===== src/nnps_pkg.sv =====
`timescale 1ns / 1ps
// ----------------------------------------------------------------------------
// Nearest-neighbour scaler package
// Shared types and fixed constants of the scaler core and its submodules.
// ----------------------------------------------------------------------------
package nnps_pkg;

  localparam int PIXEL_W   = 32;
  localparam int CFG_DIM_W = 9;
  localparam int CFG_IDX_W = 3;

  localparam logic [CFG_IDX_W-1:0] CFG_SOURCE_WIDTH  = 3'd0;
  localparam logic [CFG_IDX_W-1:0] CFG_SOURCE_HEIGHT = 3'd1;
  localparam logic [CFG_IDX_W-1:0] CFG_TARGET_WIDTH  = 3'd2;
  localparam logic [CFG_IDX_W-1:0] CFG_TARGET_HEIGHT = 3'd3;
  localparam logic [CFG_IDX_W-1:0] CFG_FORCE_ALPHA   = 3'd4;

  localparam logic [CFG_DIM_W-1:0] DIM_RESET  = 9'd16;
  localparam logic [PIXEL_W-1:0]   ALPHA_MASK = 32'hFF00_0000;

  typedef enum logic [0:0] {
    OP_LOAD = 1'b0,
    OP_EMIT = 1'b1
  } op_e;

  typedef struct packed {
    op_e                op;
    logic [PIXEL_W-1:0] pixel;
  } item_t;

  typedef struct packed {
    logic [CFG_DIM_W-1:0] source_width;
    logic [CFG_DIM_W-1:0] source_height;
    logic [CFG_DIM_W-1:0] target_width;
    logic [CFG_DIM_W-1:0] target_height;
    logic                 force_alpha;
  } cfg_t;

  typedef enum logic [3:0] {
    ST_IDLE = 4'b0001,
    ST_DIV  = 4'b0010,
    ST_READ = 4'b0100,
    ST_RESP = 4'b1000
  } back_state_e;

endpackage


===== src/nnps_front.sv =====
`timescale 1ns / 1ps
// ----------------------------------------------------------------------------
// Nearest-neighbour scaler front end
// Accepts requests, classifies them as load or emit and queues them.
// ----------------------------------------------------------------------------
module nnps_front (
  input  logic                   clk_i,
  input  logic                   rst_ni,
  input  logic                   in_valid_i,
  output logic                   in_ready_o,
  input  logic                   mode_i,
  input  logic [31:0]            source_pixel_i,
  output logic                   item_valid_o,
  output nnps_pkg::item_t        item_o,
  input  logic                   item_pop_i
);
  import nnps_pkg::*;

  localparam logic [1:0] QUEUE_DEPTH = 2'd2;

  item_t      entry_q [2];
  logic       wr_ptr_q, rd_ptr_q;
  logic [1:0] cnt_q;
  logic       push;
  item_t      new_item;

  assign in_ready_o   = (cnt_q != QUEUE_DEPTH);
  assign push         = in_valid_i && in_ready_o;
  assign item_valid_o = (cnt_q != 2'd0);
  assign item_o       = entry_q[rd_ptr_q];

  always_comb begin
    new_item.op    = mode_i ? OP_EMIT : OP_LOAD;
    new_item.pixel = source_pixel_i;
  end

  always_ff @(posedge clk_i) begin
    if (push) begin
      entry_q[wr_ptr_q] <= new_item;
    end
  end

  always_ff @(posedge clk_i or negedge rst_ni) begin
    if (!rst_ni) begin
      wr_ptr_q <= 1'b0;
      rd_ptr_q <= 1'b0;
      cnt_q    <= 2'd0;
    end else begin
      if (push) begin
        wr_ptr_q <= ~wr_ptr_q;
      end
      if (item_pop_i) begin
        rd_ptr_q <= ~rd_ptr_q;
      end
      if (push && !item_pop_i) begin
        cnt_q <= cnt_q + 2'd1;
      end else if (!push && item_pop_i) begin
        cnt_q <= cnt_q - 2'd1;
      end
    end
  end

  a_cnt_bound : assert property (@(posedge clk_i) disable iff (!rst_ni)
    cnt_q <= QUEUE_DEPTH)
    else $error("request queue count beyond depth");

  a_pop_valid : assert property (@(posedge clk_i) disable iff (!rst_ni)
    item_pop_i |-> item_valid_o)
    else $error("pop from empty request queue");

  a_cnt_hold : assert property (@(posedge clk_i) disable iff (!rst_ni)
    (!push && !item_pop_i) |=> $stable(cnt_q))
    else $error("request queue count moved without push or pop");

endmodule


===== config.mk =====
export PLATFORM = sky130hd
export DESIGN_NAME = nnps_front
export DESIGN_NICKNAME = d
export VERILOG_FILES = /design/src/nnps_pkg.sv /design/src/nnps_front.sv
export SDC_FILE = /design/constraint.sdc
export NUM_CORES = 1
export LEC_CHECK = 0
export BUFFER_PORTS_ARGS = -buffer_cell sky130_fd_sc_hd__buf_2
export CAP_MARGIN = 20
export CORE_MARGIN = 8
export CORE_UTILIZATION = 25
export DETAILED_ROUTE_END_ITERATION = 10
export PLACE_DENSITY_LB_ADDON = 0.08
export REMOVE_ABC_BUFFERS = 1
export SLEW_MARGIN = 20
export SYNTH_ARGS = -nofsm -noshare
export SYNTH_HDL_FRONTEND = slang
export SYNTH_SLANG_ARGS = --single-unit

===== constraint.sdc =====
create_clock -name clk_i -period 4.9 [get_ports clk_i]
set_clock_uncertainty 0.15 [all_clocks]
set_input_delay 0.49 -clock clk_i [delete_from_list [all_inputs] [get_ports clk_i]]
set_output_delay 0.49 -clock clk_i [all_outputs]
set_load 0.03 [all_outputs]

==> summary.txt <==
Clock network
  – H-tree depth: 3
  – Clock Latency Late Sink: 320 ps
  – Clock Sinks: 70
  – Root Buffer: clkbuf_8
  – CTS tree: built
  – Reg clk slew, reported paths: 70 ps
  – Clock Path Buffers: 2
  – Cts bufs inserted: 9

Worst setup path
  – Worst setup SP type: flip-flop
  – Worst-path maximum fanout: 34
  – Critical path data required time: 4260 ps
  – CP arrival: 1760 ps
  – Element type at the critical path end: output pin
  – Critical path type: flip-flop to output pin

Pwr
  – Leakage: 1.34 nW
  – Final Power: 2.10 mW
  – Peak VDD IR: 393 µV
  – PwrDens: 619 nW/µm²

Floorplan
  – Chip width: 120 µm
  – Die ar.: 14500 µm²
  – # rows: 38
  – I/O pin cnt: 72
  – Core region area: 10700 µm²
  – Height of the die: 120 µm
  – Starting Density: 25.4%

Placement
  – Worst slack, placed: 2770 ps
  – PortBufs: 71
  – Placer Congestion: 0.660
  – DP Area: 3200 µm²

Yosys
  – Top-area cell type share of the netlist area: 72.7%
  – Cell taking the most area after synthesis: edfxtp_1
  – Sequential share of the synthesized area: 76.3%
  – Synth top area cells: edfxtp_1 (73%), mux2_4 (16%), dfrtp_1 (3.7%)
  – Post-Syn Area: 2730 µm²
  – Library cells used by synthesis: 15
  – Synthesis Warnings: 0
  – Post-Syn Instances: 121
  – Seq cells post-synth: 70
  – Syn avg cell area: 22.5 µm²

Timing
  – Finish-stage setup viols: 0
  – Final period util: 49.1%
  – Final hold viol count: 0
  – Slew headroom: 44.4%
  – Slew Viols, Final: 0
  – Fmax: 416 MHz
  – Tmin final: 2400 ps
  – Worst-Margin Slew: 833 ps
  – Setup TNS: 0 ps
  – RSZ-0062 raised after global routing: false
  – Post-route setup slack: 2500 ps

GRT
  – Grt total ovfl: 0
  – Largest net degree at the start of global routing: 35
  – Global Route Usage Sum: 7.19%
  – Number of global-route vias before repair: 1512
  – First-pass GRT wire length: 7.66 mm
  – Antenna violations before repair: 0

Layout
  – Area Overhead vs Synth: 24.2%
  – Commonest non-fill, non-tap cell in the layout: buf_2
  – Fin util: 31.5%
  – Most frequent cells in the layout: buf_2 (71), edfxtp_1 (66), mux2_4 (29), clkbuf_8 (9), mux2_2 (4)
  – Fin area: 3390 µm²
  – Layout cell share with drive strength beyond 1: 59.0%
  – Ant diodes: 0
  – Fin nets: 240

Drt
  – Vias per inst: 3.83
  – Drt pass-1 iters: 4
  – Routed wire length: 5.06 mm
  – Routed len/inst: 14.7 µm
  – Vias: 1322
  – Initial drt markers: 42
  – DRT antenna net count: 0
  – Drt drc: 0

Run
  – Max cap viols: 0

Min path
  – Worst Hold Class: input pin to flip-flop

Status
  – Status: finished clean
cell families (layout without fill, tap and decap cells):
logic type    Yosys count  after routing  share of synthesized area, %
xor+xnor                5              5                          1.61
fa+ha+maj               1              1                         0.459
buf+inv                 6             90                          2.89
flops                  70             70                          76.3
mux                    33             33                          17.6
simple gates            6              6                          1.10
registers in the layout (all words and copies together) (netlist names):
name / count
rd_ptr_q: 1
entry_q: 66
cnt_q: 2
wr_ptr_q: 1
through the flow:
stage	hold slack, ps	cells
finish	199	345
CTS	173	344
detailed placement	153	329
floorplan	44.4	117
global route	171	345
global placement	150	329
worst max-delay path, cell delays in order (launching register included):
cell	delay [ps]
dfrtp_2	340
buf_4	510
mux2_2	400
buf_2	180
cell type report:
class,count,area [µm²]
fillers,1086,7360
well taps,140,175
clock inverters,3,13.8
clock buffers,11,131
multi-input cells,45,576
repair buffers,74,400
inverters,2,7.51
flip-flops and latches,70,2080
synth_stat cells, drive strengths merged:
cell type,instances
edfxtp,66
xnor2,2
nand2,1
xor2,3
ha,1
mux2,33
buf,4
nor2,2
inv,2
and3,1
nand2b,1
dfrtp,4
or2,1
timing repair:
action                    4_1_cts  5_1_grt
hold endpoints to repair        4        0
setup buffers                   0        0
resized for setup               0        0
hold buffers                    1        0
final timing paths:
path	start	endpoint	slack, ps	cells past startpoint
worst max register to register	cnt_q[0]$_DFFE_PN0P_	entry_q[0][7]$_DFFE_PP_	2980	4
worst min-delay path	source_pixel_i[28]	entry_q[1][28]$_DFFE_PP_	200	1
max in group asynchronous	rst_ni	rd_ptr_q$_DFFE_PN0P_	4110	2
min in group asynchronous	rst_ni	wr_ptr_q$_DFFE_PN0N_	350	2
worst max-delay path	rd_ptr_q$_DFFE_PN0P_	item_o[32]	2500	3
worst min register to register	cnt_q[1]$_DFFE_PN0P_	cnt_q[1]$_DFFE_PN0P_	360	1
metal layers:
metal	wire length, µm	GRT usage, %	vias to the layer above
met5	0	0	-
met2	2530	11.7	58
met3	345	2.75	4
met1	2150	7.86	633
li1	-	-	627
met4	34	4.22	0
where the power goes:
part	internal, mW	leakage, nW	switching, mW
Combinational	0.339	0.608	0.535
Sequential	0.822	0.658	0.0410
Clock	0.175	0.0765	0.184
Power figures use the tool's default switching activity.
